$ cat src/hw/rtl/bbs_pkg.sv
package bbs_pkg;

   localparam int NUM_BLOCKS   = 256;
   localparam int BLOCK_BYTES  = 512;
   localparam int DIRECT_SLOTS = 8;

   localparam int BLK_W  = (NUM_BLOCKS > 1) ? $clog2(NUM_BLOCKS) : 1;
   localparam int OFF_W  = $clog2(BLOCK_BYTES);
   localparam int ADDR_W = BLK_W + OFF_W;
   localparam int RAM_DEPTH = NUM_BLOCKS * BLOCK_BYTES;

   localparam int GRP    = 16;
   localparam int GRP_W  = 4;
   localparam int NG     = (NUM_BLOCKS + GRP - 1) / GRP;
   localparam int GW     = (NG > 1) ? $clog2(NG) : 1;

   localparam int CNT_W  = 13;
   localparam logic [CNT_W-1:0] COUNT_MAX = 13'd8191;
   localparam logic [31:0]      HASH_SEED = 32'd5381;

   localparam logic [1:0] FUNC_WRITE = 2'd0;
   localparam logic [1:0] FUNC_READ  = 2'd1;
   localparam logic [1:0] FUNC_FREE  = 2'd2;

   localparam logic [1:0] ST_OK        = 2'd0;
   localparam logic [1:0] ST_NO_FREE   = 2'd1;
   localparam logic [1:0] ST_TOO_LARGE = 2'd2;

   typedef struct packed {
      logic accept;
      logic grp_step;
      logic bit_step;
      logic read_done;
      logic load;
   } cmd_type;

   typedef struct packed {
      logic need_alloc;
      logic is_read;
   } sts_type;

   function automatic logic [BLK_W-1:0] ext_blk(input logic [7:0] v);
      logic [BLK_W+7:0] w;
      w = {{BLK_W{1'b0}}, v};
      return w[BLK_W-1:0];
   endfunction

   function automatic logic [OFF_W-1:0] ext_off(input logic [8:0] v);
      logic [OFF_W+8:0] w;
      w = {{OFF_W{1'b0}}, v};
      return w[OFF_W-1:0];
   endfunction

endpackage

$ cat src/hw/rtl/bbs_ctrl.sv
module bbs_ctrl (
   input  logic             clock,
   input  logic             reset,
   input  logic             req_tvalid,
   output logic             req_tready,
   output logic             rsp_tvalid,
   input  logic             rsp_tready,
   input  bbs_pkg::sts_type sts,
   output bbs_pkg::cmd_type cmd
);
   import bbs_pkg::*;

   typedef enum logic [1:0] {
      S_IDLE,
      S_GRP,
      S_BIT,
      S_READ
   } state_type;

   state_type state_ff, state_in;
   logic      rsp_valid_ff, rsp_valid_in;

   always_comb begin
      state_in   = state_ff;
      cmd        = '0;
      req_tready = (state_ff == S_IDLE) && (!rsp_valid_ff || rsp_tready);
      unique case (state_ff)
         S_IDLE: begin
            if (req_tvalid && req_tready) begin
               cmd.accept = 1'b1;
               if (sts.need_alloc) begin
                  state_in = S_GRP;
               end else if (sts.is_read) begin
                  state_in = S_READ;
               end else begin
                  cmd.load = 1'b1;
               end
            end
         end
         S_GRP: begin
            cmd.grp_step = 1'b1;
            state_in     = S_BIT;
         end
         S_BIT: begin
            cmd.bit_step = 1'b1;
            cmd.load     = 1'b1;
            state_in     = S_IDLE;
         end
         S_READ: begin
            cmd.read_done = 1'b1;
            cmd.load      = 1'b1;
            state_in      = S_IDLE;
         end
         default: state_in = S_IDLE;
      endcase
      if (cmd.load) begin
         rsp_valid_in = 1'b1;
      end else if (rsp_tready) begin
         rsp_valid_in = 1'b0;
      end else begin
         rsp_valid_in = rsp_valid_ff;
      end
   end

   always_ff @(posedge clock) begin
      if (reset) begin
         state_ff     <= S_IDLE;
         rsp_valid_ff <= 1'b0;
      end else begin
         state_ff     <= state_in;
         rsp_valid_ff <= rsp_valid_in;
      end
   end

   assign rsp_tvalid = rsp_valid_ff;

endmodule

$ cat config.mk
export PLATFORM = sky130hd
export DESIGN_NAME = bbs_ctrl
export DESIGN_NICKNAME = d
export VERILOG_FILES = /design/src/hw/rtl/bbs_pkg.sv /design/src/hw/rtl/bbs_ctrl.sv
export SDC_FILE = /design/constraint.sdc
export NUM_CORES = 1
export LEC_CHECK = 0
export BUFFER_PORTS_ARGS = -buffer_cell sky130_fd_sc_hd__buf_4
export CORE_AREA = 5 5 42 44
export CTS_CLUSTER_DIAMETER = 50
export DETAILED_ROUTE_END_ITERATION = 10
export DIE_AREA = 0 0 47 49
export PLACE_DENSITY = 0.41
export SYNTH_ARGS = -nofsm -noshare
export SYNTH_HDL_FRONTEND = slang
export SYNTH_SLANG_ARGS = --single-unit
export TNS_END_PERCENT = 100
$ cat constraint.sdc
create_clock -name clock -period 2.8 [get_ports clock]
set_clock_uncertainty 0.05 [all_clocks]
set_input_delay 0.84 -clock clock [delete_from_list [all_inputs] [get_ports clock]]
set_output_delay 0.84 -clock clock [all_outputs]
set_load 0.01 [all_outputs]
# ---- Word-level counts from Yosys, hierarchy flattened
# Cells that the tools add are included.
dict set report totals {
  ff_bits 3
  in_bits 6
  word_cells 30
}
dict set report op_classes {
  n_eq_ne 5
  n_mux 15
  reduce_logical 8
}
# cell n
set op_table {}
lappend op_table {{1-bit two-way mux} 10}
lappend op_table {{2-bit two-way mux} 3}
lappend op_table {{2-bit one-hot mux with 3 select lines} 1}
lappend op_table {{2-bit equality test (second input constant)} 2}
lappend op_table {{3-bit != test (second input constant)} 1}
lappend op_table {{2-bit by 1-bit equality test with 1-bit output (second input constant)} 1}
lappend op_table {{1-bit logical AND} 2}
lappend op_table {{2-bit logical NOT} 1}
lappend op_table {{2-bit by 1-bit != test with 1-bit output (second input constant)} 1}
lappend op_table {{1-bit one-hot mux with 2 select lines} 1}
lappend op_table {{2-bit AND reduction} 1}
lappend op_table {{2-bit nonzero test} 1}
lappend op_table {{2-bit OR reduction} 1}
lappend op_table {{1-bit logical NOT} 1}
lappend op_table {{1-bit logical OR} 1}

# ---- Depth between registers and ports, before layout
# Gate-level depths: netlist of run 1.
dict set report depth {
  ltp_word 7
  ltp_mapped 3
}

# ---- Worst setup path before layout of run 1
# Ideal clock, no wire load.
dict set report synth_path {
  path_type {input port to output port}
  start {in sts[1] (netlist name)}
  end {out cmd[0] (netlist name)}
  arrival_ns 1.631
  required_time_ns 1.910
  setup_slack_ns 0.279
  cell_stages 3
  path_cell_list {or4b_1 -> o21ai_0 -> buf_4}
}
# item line_no
set synth_rtl {}
lappend synth_rtl {{start, declared} bbs_ctrl.sv:8} ;# input bbs_pkg::sts_type sts,
lappend synth_rtl {{end, declared} bbs_ctrl.sv:9} ;# output bbs_pkg::cmd_type cmd

==> results.rst, run 1 <==
.. list-table::
   :header-rows: 1

   * - Metric
     - Value
   * - Most frequently used cell type in the post-synthesis netlist
     - sky130_fd_sc_hd__dfxtp_1
   * - Arrival time worst endpoint
     - 1780 ps
   * - HP Class
     - register to register
   * - Worst-Skew Late Latency
     - between 200 and 250 ps
   * - Count of clock tree sinks
     - 3
   * - Core Region
     - around 1400 sq um
   * - Sum of negative setup slack
     - 0 ps
   * - Total of cells resized after clock tree synthesis
     - 0
   * - WP data required
     - approximately 1900 ps
   * - Number of synthesized flops with an enable pin
     - 0
   * - Number of buffers on the longest clock path
     - 2
   * - Total Routing Usage GR
     - 0.0521
   * - CP Launch Point
     - sts[1]
   * - TritonCTS clock tree
     - yes
   * - Post-Syn Area per Cell
     - roughly 8.3 sq um
   * - Slew headroom
     - 0.823
   * - Worst supply voltage drop on vdd
     - between 100 and 150 uV
   * - Largest fanout of any net on the critical path
     - 3
   * - Outcome
     - finished clean
   * - Leakage
     - 0.141 nW
   * - Initial standard-cell utilization of the core
     - 0.125
   * - CTS Buf Count
     - 3
   * - Post-route clock period utilization
     - 0.955
   * - Diodes inserted
     - 0
   * - Setup fix buffers added after clock tree synthesis
     - 0
   * - Remaining Overflow, GRT
     - 0
   * - WL per Instance
     - between 9 and 10 um
   * - Post-detailed-route via-to-cell ratio
     - 3.69
   * - Initial antenna violation count
     - 0
   * - Met3 track demand over resource in global routing
     - 0.0148
   * - Grt peak-use layer
     - met4
   * - Setup repair after global routing missed its margin
     - no
   * - Die area
     - about 2300 sq um
   * - Number of hold-slack violations in the final timing report
     - 0
   * - Area growth from synthesis to layout
     - 73.6%
   * - Share of the synthesized area in the top cell type
     - 0.343
   * - CTS hold repair buffers
     - 0
   * - DRT Wirelength
     - approximately 510 um
   * - Number of DRC markers after the initial detailed-route iteration
     - 7
   * - Post-route ant nets
     - 0
   * - Main flop type after synthesis
     - sky130_fd_sc_hd__dfxtp_1
   * - Met1 track demand over resource
     - 0.0680
   * - Number of slew-limit violations in the final report
     - 0
   * - Die span in x
     - between 40 and 50 um
   * - Total standard cell area after synthesis
     - roughly 180 sq um
   * - Global-route wire length before repair
     - about 790 um
   * - Pin count of the biggest net entering global routing
     - 7
   * - Level count of the clock H-tree
     - 1
   * - Detailed-router iteration count before antenna repair
     - 3
   * - Distinct cell type count after synthesis
     - 15
   * - Total number of vias
     - 192
   * - Number of rows created at floorplan
     - 14
   * - Slew @ Worst Pin
     - 265 ps
   * - Port Buffer Count
     - 12
   * - F_max
     - 374 MHz
   * - Total DRC errors in the routed layout
     - 0
   * - Max Cap Violations
     - 0
   * - Instance count of the mapped netlist
     - 21
   * - Estimated wirelength of the detail-placed design
     - around 420 um
   * - Category of the critical setup timing path
     - primary input to output pin
   * - Final Instance Area
     - ~300 sq um
   * - Synth Net Count
     - 27
   * - Top cell type by total area after synthesis
     - sky130_fd_sc_hd__dfxtp_1
   * - Final Critical Period
     - 2670 ps
   * - Routability congestion estimate
     - roughly 0.62
   * - Share of layout cells above drive strength 1
     - 0.417
   * - Cell types with the highest counts after synthesis
     - sky130_fd_sc_hd__dfxtp_1 (3), sky130_fd_sc_hd__inv_1 (2), sky130_fd_sc_hd__nand2b_1 (2), sky130_fd_sc_hd__nor2b_1 (2), sky130_fd_sc_hd__nor3_1 (2)
   * - Fraction of registers with async set or reset after synthesis
     - 0
   * - Worst Setup End Kind
     - output pin
   * - Placed Area
     - 278 sq um
   * - Startpoint type of the worst setup path
     - primary input
   * - Number of instances in the placed design
     - 48
   * - Clock slew at the register clock pins of the worst setup and hold paths
     - 40 ps
   * - Yosys warning total
     - 0
   * - Count of non-filler cells in the finished layout
     - 52
   * - I/O pin count
     - 13
   * - Routing usage on met2
     - 0.0543
   * - Largest cells by area after synthesis
     - sky130_fd_sc_hd__dfxtp_1 (34%), sky130_fd_sc_hd__nand2b_1 (7.1%), sky130_fd_sc_hd__nor2b_1 (7.1%), sky130_fd_sc_hd__a32o_1 (5.7%), sky130_fd_sc_hd__nor3_1 (5.7%)
   * - Fraction of the yosys area taken by sequential cells
     - 0.343
   * - Via count of the first global-routing pass
     - about 200
   * - Setup violators final
     - 0
   * - Clock root buffer
     - sky130_fd_sc_hd__clkbuf_4
   * - Number of nets in the layout
     - 43
   * - P per Cell Area
     - between 500 and 600 nW/um^2
   * - Overall power
     - around 0.16 mW
   * - Die Y
     - 49 um
   * - Critical hold path startpoint
     - rsp_tvalid$_SDFFE_PP0P_
   * - R2r startpoint
     - state_ff[0]$_SDFFE_PP0P_
   * - Number of inserted filler cells in the final layout
     - 163
   * - Number of storage elements in the synthesis netlist
     - 3
[worst max-delay path, stage by stage]
cell and delay (ps):
sky130_fd_sc_hd__buf_4 120, sky130_fd_sc_hd__or4b_1 510, sky130_fd_sc_hd__o21ai_0 170, sky130_fd_sc_hd__buf_4 150
[cell type report]
class                      count  area [sq um]  area share
multi-input combinational     15           100       0.329
timing repair buffer          12          90.1       0.296
sequential                     3          60.1       0.198
clock buffer                   4          26.3      0.0864
tap                           16          20.0      0.0658
inverter                       2          7.51      0.0247
[worst paths after layout]
check                                               end  slack, ps  cells past startpoint
worst min register to register  rsp_tvalid$_SDFFE_PP0P_        490                      2
worst max-delay path                             cmd[0]        130                      4
worst min-delay path            rsp_tvalid$_SDFFE_PP0P_        490                      2
worst max register to register  rsp_tvalid$_SDFFE_PP0P_       1600                      2
[where the power goes]
group | internal (mW) | switching (mW)
Clock | 0.0533 | 0.0211
Combinational | 0.0198 | 0.0154
Sequential | 0.0460 | 0.00316
[cell usage in the layout, fill, tap and decap left out, drive strengths merged]
cell,n
o21bai,1
nor2b,2
a32o,1
nor3,2
clkbuf,4
o21ai,1
inv,2
nor2,1
nand2b,2
or4b,1
a31oi,1
nor4,1
and2,1
nor4bb,1
buf,12
dfxtp,3
[per-stage QoR]
| stage | setup slack [ps] | hold WS, ps | util |
|---|---|---|---|
| final | 125 | 491 | 0.217 |
| after global routing | 81.0 | 510 | 0.217 |
| after CTS | 124 | 482 | 0.217 |
| after detailed placement | 124 | 480 | 0.198 |
| after global placement | 108 | 481 | 0.198 |
| after floorplan | 279 | 430 | - |
[cell families (layout without fill, tap and decap cells)]
| logic type | count (synthesis) | count (layout) | share of synthesized area |
|---|---|---|---|
| compound gates | 4 | 4 | 0.164 |
| buf+inv | 3 | 18 | 0.0857 |
| flops | 3 | 3 | 0.343 |
| simple gates | 11 | 11 | 0.407 |
[metal layers]
layer,vias up,part of all wire
met5,-,0
met1,80,0.44
met2,8,0.44
li1,104,-
met3,0,0.12
met4,0,0
[flip-flops by register name (all words and copies together) (netlist names)]
signal and flops:
rsp_tvalid 1, state_ff 2
(Power assumes the default switching activity.)
==> run 2: changes to the inputs <==
--- a/config.mk
+++ b/config.mk
@@ -10,7 +10,8 @@
 export CTS_CLUSTER_DIAMETER = 50
 export DETAILED_ROUTE_END_ITERATION = 10
 export DIE_AREA = 0 0 47 49
-export PLACE_DENSITY = 0.41
+export PLACE_DENSITY = 0.37
+export RECOVER_POWER = 25
 export SYNTH_ARGS = -nofsm -noshare
 export SYNTH_HDL_FRONTEND = slang
 export SYNTH_SLANG_ARGS = --single-unit
==> run 2 against run 1 <==
Net effect:
- critical path type unchanged
- register-to-register slack got worse by 20 ps
- sequential power barely moved
- non-clock buffer count unchanged
- largest power group unchanged
- count of clock-buffer cells in the layout is the same
- combinational power down 2%
- worst setup slack got worse by 14 ps
- total power rose by 0.57%
- critical path depth did not move
- final area decreased by 1.2%
- sequential share of layout area is 0.25 points higher
- utilization decreased by 0.27 points
==> results.rst, run 2 (same netlist as run 1, synthesis figures left out) <==
.. list-table::
   :header-rows: 1

   * - Metric
     - Value
   * - Outcome
     - finished clean
   * - R2r worst-path depth
     - 2 (unchanged)
   * - Slew @ Worst Pin
     - 295 ps (+29.7 ps)
   * - Worst Setup End Kind
     - output pin
   * - CTS Buf Count
     - 3 (unchanged)
   * - Detailed-router iteration count before antenna repair
     - 4 (+1)
   * - Critical hold path startpoint
     - state_ff[1]$_SDFFE_PP0P_
   * - Met3 track demand over resource in global routing
     - 0.0590 (+0.0443)
   * - WL per Instance
     - 10.5 um (+6.4%)
   * - Overall power
     - 0.160 mW (+0.57%)
   * - DRT Wirelength
     - 546 um (+6.4%)
   * - Estimated wirelength of the detail-placed design
     - 439 um (+3.5%)
   * - Worst Hold Path Cells
     - 1 (-1)
   * - Total of cells resized after clock tree synthesis
     - 0 (unchanged)
   * - Post-route clock period utilization
     - 0.960 (+0.00497)
   * - I/O pin count
     - 13 (unchanged)
   * - Number of inserted filler cells in the final layout
     - 173 (+6.1%)
   * - Startpoint type of the worst setup path
     - primary input
   * - Area growth from synthesis to layout
     - 71.4%
   * - Total Routing Usage GR
     - 0.0598 (+0.00774)
   * - Total number of vias
     - 212 (+10%)
   * - Global-route wire length before repair
     - 890 um (+12%)
   * - Grt peak-use layer
     - met2
   * - Number of slew-limit violations in the final report
     - 0 (unchanged)
   * - Critical path, cell by cell
     - clkbuf_1, or4b_1, o21ai_0, buf_4
   * - Reg2reg end
     - rsp_tvalid$_SDFFE_PP0P_
   * - Die area
     - 2300 sq um (unchanged)
   * - Setup violators final
     - 0 (unchanged)
   * - Sum of negative setup slack
     - 0 ps (unchanged)
   * - Slew headroom
     - 0.803 (-0.0198)
   * - Slowest cell delay on critical path
     - 540 ps (+30 ps)
   * - Worst supply voltage drop on vdd
     - 149 uV (+4.4%)
   * - Level count of the clock H-tree
     - 1 (unchanged)
   * - Initial antenna violation count
     - 0 (unchanged)
   * - Post-route ant nets
     - 0 (unchanged)
   * - Worst Hold End
     - state_ff[0]$_SDFFE_PP0P_
   * - Port Buffer Count
     - 12 (unchanged)
   * - Commonest cells after routing, fill and taps aside
     - sky130_fd_sc_hd__buf_4 (10), sky130_fd_sc_hd__clkbuf_4 (4), sky130_fd_sc_hd__dfxtp_1 (3)
   * - Core Region
     - 1400 sq um (unchanged)
   * - Via count of the first global-routing pass
     - 205 (+5.1%)
   * - Final Worst Setup Slack
     - 111 ps (-13.9 ps)
   * - Number of hold-slack violations in the final timing report
     - 0 (unchanged)
   * - Die Y
     - 49 um (unchanged)
   * - HP Class
     - register to register
   * - Arrival time worst endpoint
     - 1800 ps (+20 ps)
   * - Number of buffers on the longest clock path
     - 2 (unchanged)
   * - Final Critical Period
     - 2690 ps (+13.9 ps)
   * - Number of DRC markers after the initial detailed-route iteration
     - 6 (-1)
   * - F_max
     - 372 MHz (-0.52%)
   * - Remaining Overflow, GRT
     - 0 (unchanged)
   * - CTS hold repair buffers
     - 0 (unchanged)
   * - Diodes inserted
     - 0 (unchanged)
   * - Clock root buffer
     - sky130_fd_sc_hd__clkbuf_4
   * - Clock slew at the register clock pins of the worst setup and hold paths
     - 40 ps (about the same)
   * - Die span in x
     - 47 um (unchanged)
   * - WP data required
     - 1910 ps (about the same)
   * - Initial standard-cell utilization of the core
     - 0.125 (unchanged)
   * - R2r startpoint
     - state_ff[0]$_SDFFE_PP0P_
   * - Largest fanout of any net on the critical path
     - 3 (unchanged)
   * - Total DRC errors in the routed layout
     - 0 (unchanged)
   * - Routability congestion estimate
     - 0.766 (+23%)
   * - Setup repair after global routing missed its margin
     - no
   * - Count of clock tree sinks
     - 3 (unchanged)
   * - Setup Slack @ Placement
     - 93.5 ps (-30.7 ps)
   * - Max Cap Violations
     - 0 (unchanged)
   * - Category of the critical setup timing path
     - primary input to output pin
   * - Slack of the worst reg-to-reg path
     - 1580 ps (-20 ps)
   * - Commonest non-fill, non-tap cell in the layout
     - sky130_fd_sc_hd__buf_4
   * - Largest register by flop count
     - state_ff
   * - Number of rows created at floorplan
     - 14 (unchanged)
   * - Share of layout cells above drive strength 1
     - 0.389 (-0.0278)
   * - Worst hold slack after final layout
     - 481 ps (-9.86 ps)
   * - Number of nets in the layout
     - 43 (unchanged)
   * - Leakage
     - 0.137 nW (-2.7%)
   * - Flip-flop count of the largest register after layout
     - 2 (unchanged)
   * - Post-detailed-route via-to-cell ratio
     - 4.08 (+10%)
   * - P per Cell Area
     - 531 nW/um^2 (+1.8%)
   * - Worst-Skew Late Latency
     - 230 ps (about the same)
   * - Routing usage on met2
     - 0.0837 (+0.0294)
   * - Pin count of the biggest net entering global routing
     - 7 (unchanged)
   * - TritonCTS clock tree
     - yes
   * - Met1 track demand over resource
     - 0.0504 (-0.0175)
   * - Setup fix buffers added after clock tree synthesis
     - 0 (unchanged)
   * - Slowest cell on the critical path
     - sky130_fd_sc_hd__or4b_1
[run 2: cell count changes in the layout (fill, tap and decap cells not counted), sizes merged]
cell	change
buf	-2
clkbuf	+2
[run 2: per-stage QoR]
step | cell area, sq um | util | std cells
after global routing | 300 | 0.214 | 52
after detailed placement | 278 | 0.198 | 48
after global placement | 278 | 0.198 | 48
final | 300 | 0.214 | 52
after floorplan | 175 | - | 21
after CTS | 304 | 0.217 | 52
[run 2: metal layers]
| metal | share of wire | vias up |
|---|---|---|
| li1 | - | 105 |
| met1 | 0.34 | 97 |
| met2 | 0.48 | 10 |
| met3 | 0.18 | 0 |
| met4 | 0 | 0 |
| met5 | 0 | - |
[run 2: final cells by class]
cell class | count | area, sq um | share of cell area
Clock buffer | 4 | 26.3 | 0.0875
Timing Repair Buffer | 12 | 86.3 | 0.288
Tap cell | 16 | 20.0 | 0.0667
Sequential cell | 3 | 60.1 | 0.200
Multi-Input combinational cell | 15 | 100 | 0.333
Inverter | 2 | 7.51 | 0.0250
[run 2: worst max-delay path: cells and delay by family]
kind | cells | cell delay, ps
AOI/OAI and AO/OA | 1 | 180
buffers and inverters | 2 | 250
and+or+nand+nor | 1 | 540
[run 2: how the worst max path moves through the flow]
stage | from | slack (ps) | to
6_report | sts[1] | 110 | cmd[0]
5_1_grt | sts[1] | 20 | cmd[0]
2_1_floorplan | sts[1] | 280 | cmd[0]
3_3_place_gp | sts[1] | 110 | cmd[0]
3_5_place_dp | sts[1] | 90 | cmd[0]
4_1_cts | sts[1] | 90 | cmd[0]
[run 2: report_power, final]
part | leakage [nW] | internal [mW] | switching (mW)
combinational | 0.0975 | 0.0191 | 0.0152
clock | 0.0150 | 0.0534 | 0.0227
sequential | 0.0246 | 0.0460 | 0.00320
==> run 3: changes to the inputs <==
--- a/config.mk
+++ b/config.mk
@@ -7,6 +7,7 @@
 export LEC_CHECK = 0
 export BUFFER_PORTS_ARGS = -buffer_cell sky130_fd_sc_hd__buf_4
 export CORE_AREA = 5 5 42 44
+export CTS_BUF_LIST = sky130_fd_sc_hd__clkbuf_2
 export CTS_CLUSTER_DIAMETER = 50
 export DETAILED_ROUTE_END_ITERATION = 10
 export DIE_AREA = 0 0 47 49
==> constraint.sdc (replaced) <==
create_clock -name clock -period 3.16 [get_ports clock]
set_clock_uncertainty 0.05 [all_clocks]
set_input_delay 0.948 -clock clock [delete_from_list [all_inputs] [get_ports clock]]
set_output_delay 0.948 -clock clock [all_outputs]
set_load 0.01 [all_outputs]
==> run 3 against run 2 <==
Net effect:
- sequential power shrank 12%
- worst hold slack lost 0.97 ps
- combinational power shrank 12%
- critical path depth is the same
- final area shrank 2.1%
- cell count is the same
- global-route usage is the same
- total power shrank 20%
- sequential share of layout area grew 0.43 points
- largest cell class unchanged
- highest routed layer unchanged
==> results.rst, run 3 (same netlist as run 1, synthesis figures left out) <==
.. list-table::
   :header-rows: 1

   * - Metric
     - Value
   * - Number of buffers on the longest clock path
     - 2 (unchanged)
   * - Via count of the first global-routing pass
     - 204 (-0.49%)
   * - Slowest cell delay on critical path
     - 540 ps (about the same)
   * - DRT Wirelength
     - 542 um (-0.73%)
   * - Crit path buf inv count
     - 2 (unchanged)
   * - Post-route clock period utilization
     - 0.920
   * - Clock slew at the register clock pins of the worst setup and hold paths
     - 40 ps (about the same)
   * - Post-route ant nets
     - 0 (unchanged)
   * - Commonest non-fill, non-tap cell in the layout
     - sky130_fd_sc_hd__buf_4
   * - F_max
     - between 300 and 400 MHz
   * - Switching portion of total power
     - 0.291 (+0.0337)
   * - Initial antenna violation count
     - 0 (unchanged)
   * - Level count of the clock H-tree
     - 1 (unchanged)
   * - Clock root buffer
     - sky130_fd_sc_hd__clkbuf_2
   * - Initial standard-cell utilization of the core
     - 0.125 (unchanged)
   * - Worst Setup End Kind
     - output pin
   * - Clk pwr share
     - 0.425 (-0.052)
   * - Met3 track demand over resource in global routing
     - 0.0590 (unchanged)
   * - Die area
     - 2300 sq um (unchanged)
   * - Die Y
     - 49 um (unchanged)
   * - Number of instances in the placed design
     - 48 (unchanged)
   * - Share of layout cells above drive strength 1
     - 0.417 (+0.0278)
   * - Core Region
     - 1400 sq um (unchanged)
   * - Number of slew-limit violations in the final report
     - 0 (unchanged)
   * - Estimated wirelength of the detail-placed design
     - 439 um (unchanged)
   * - I/O pin count
     - 13 (unchanged)
   * - Final Instance Area
     - 294 sq um (-2.1%)
   * - Grt peak-use layer
     - met2
   * - Final Critical Period
     - 2910 ps
   * - CTS hold repair buffers
     - 0 (unchanged)
   * - HP Class
     - register to register
   * - Remaining Overflow, GRT
     - 0 (unchanged)
   * - Total of cells resized after clock tree synthesis
     - 0 (unchanged)
   * - Number of nets in the layout
     - 43 (unchanged)
   * - Area growth from synthesis to layout
     - 67.9%
   * - Outcome
     - finished clean
   * - P per Cell Area
     - 437 nW/um^2 (-18%)
   * - Global-route wire length before repair
     - 890 um (unchanged)
   * - Leakage
     - 0.139 nW (+1.2%)
   * - Worst supply voltage drop on vdd
     - 107 uV (-28%)
   * - Setup repair after global routing missed its margin
     - no
   * - Die span in x
     - 47 um (unchanged)
   * - Sequential share of power
     - 0.338 (+0.030)
   * - Arrival time worst endpoint
     - 1910 ps (+110 ps)
   * - Largest fanout of any net on the critical path
     - 3 (unchanged)
   * - Flip-flop count of the largest register after layout
     - 2 (unchanged)
   * - Slowest cell on the critical path
     - sky130_fd_sc_hd__or4b_1
   * - Commonest cells after routing, fill and taps aside
     - sky130_fd_sc_hd__buf_4 (10), sky130_fd_sc_hd__clkbuf_2 (4), sky130_fd_sc_hd__dfxtp_1 (3)
   * - Detailed-router iteration count before antenna repair
     - 2 (-2)
   * - Switching power of the nets
     - 0.0374 mW (-9.1%)
   * - Slew headroom
     - 0.801 (-0.00163)
   * - Routability congestion estimate
     - 0.766 (unchanged)
   * - Routing usage on met2
     - 0.0837 (unchanged)
   * - Number of DRC markers after the initial detailed-route iteration
     - 4 (-2)
   * - Worst hold slack after final layout
     - 480 ps (-0.973 ps)
   * - Number of hold-slack violations in the final timing report
     - 0 (unchanged)
   * - Diodes inserted
     - 0 (unchanged)
   * - Startpoint type of the worst setup path
     - primary input
   * - Setup fix buffers added after clock tree synthesis
     - 0 (unchanged)
   * - Total Routing Usage GR
     - 0.0598 (unchanged)
   * - Fraction of the core area covered by cells at the end of the flow
     - 0.210 (-0.00446)
   * - Internal power contribution
     - 0.0910 mW (-23%)
   * - Pin count of the biggest net entering global routing
     - 7 (unchanged)
   * - Slew @ Worst Pin
     - 298 ps (+2.44 ps)
   * - Total DRC errors in the routed layout
     - 0 (unchanged)
   * - Critical path, cell by cell
     - clkbuf_1, or4b_1, o21ai_0, buf_4
   * - Placed Area
     - 278 sq um (unchanged)
   * - Worst-Skew Late Latency
     - 200 ps (-30 ps)
   * - WL per Instance
     - 10.4 um (-0.73%)
   * - Category of the critical setup timing path
     - primary input to output pin
   * - Total number of vias
     - 208 (-1.9%)
   * - Max Cap Violations
     - 0 (unchanged)
   * - Family of cells with the greatest summed delay on the critical path
     - simple AND/OR/NAND/NOR gates
   * - CTS Buf Count
     - 3 (unchanged)
   * - Met1 track demand over resource
     - 0.0504 (unchanged)
   * - Post-detailed-route via-to-cell ratio
     - 4.00 (-1.9%)
   * - Sum of negative setup slack
     - 0 ps (unchanged)
   * - Count of clock tree sinks
     - 3 (unchanged)
   * - Count of non-filler cells in the finished layout
     - 52 (unchanged)
   * - Port Buffer Count
     - 12 (unchanged)
   * - Comb pwr share
     - 0.237 (+0.022)
   * - TritonCTS clock tree
     - yes
   * - Number of rows created at floorplan
     - 14 (unchanged)
   * - WP data required
     - 2160 ps (+250 ps)
   * - Largest register by flop count
     - state_ff
   * - Setup violators final
     - 0 (unchanged)
[run 3: changes by cell type in the layout (fill, tap and decap cells not counted)]
cell	change
sky130_fd_sc_hd__clkbuf_2	+4
sky130_fd_sc_hd__clkbuf_1	-1
sky130_fd_sc_hd__clkbuf_4	-3
[run 3: layout make-up]
| cell class | count | area (sq um) |
|---|---|---|
| Fill cell | 176 | 1110 |
| Multi-Input combinational cell | 15 | 100 |
| Timing Repair Buffer | 12 | 86.3 |
| Sequential cell | 3 | 60.1 |
| Clock buffer | 4 | 20.0 |
| Tap cell | 16 | 20.0 |
| Inverter | 2 | 7.51 |
[run 3: worst paths after layout]
kind                            start                       end  slack [ps]  cells after the start
max                            sts[1]                    cmd[0]         250                      4
min          state_ff[1]$_SDFFE_PP0P_  state_ff[0]$_SDFFE_PP0P_         480                      1
max reg2reg  state_ff[0]$_SDFFE_PP0P_   rsp_tvalid$_SDFFE_PP0P_        1960                      2
min reg2reg  state_ff[1]$_SDFFE_PP0P_  state_ff[0]$_SDFFE_PP0P_         480                      1
[run 3: through the flow]
step	total power, mW	setup slack (ps)
2_1_floorplan	0.0583	423
3_3_place_gp	0.0751	251
3_5_place_dp	0.0754	237
4_1_cts	0.133	234
5_1_grt	0.139	169
6_report	0.128	252
[run 3: layer usage]
layer | wire, um | vias up
li1 | - | 106
met1 | 197 | 94
met4 | 0 | 0
met5 | 0 | -
met2 | 254 | 8
met3 | 90 | 0
[run 3: power by group through the flow]
stage / registers (mW) / logic (mW) / clock network [mW]
after floorplan: 0.0438 / 0.0145 / 0
after detailed placement: 0.0440 / 0.0314 / 0
after CTS: 0.0434 / 0.0316 / 0.0585
after global routing: 0.0439 / 0.0335 / 0.0616
final: 0.0434 / 0.0304 / 0.0545
after global placement: 0.0439 / 0.0312 / 0
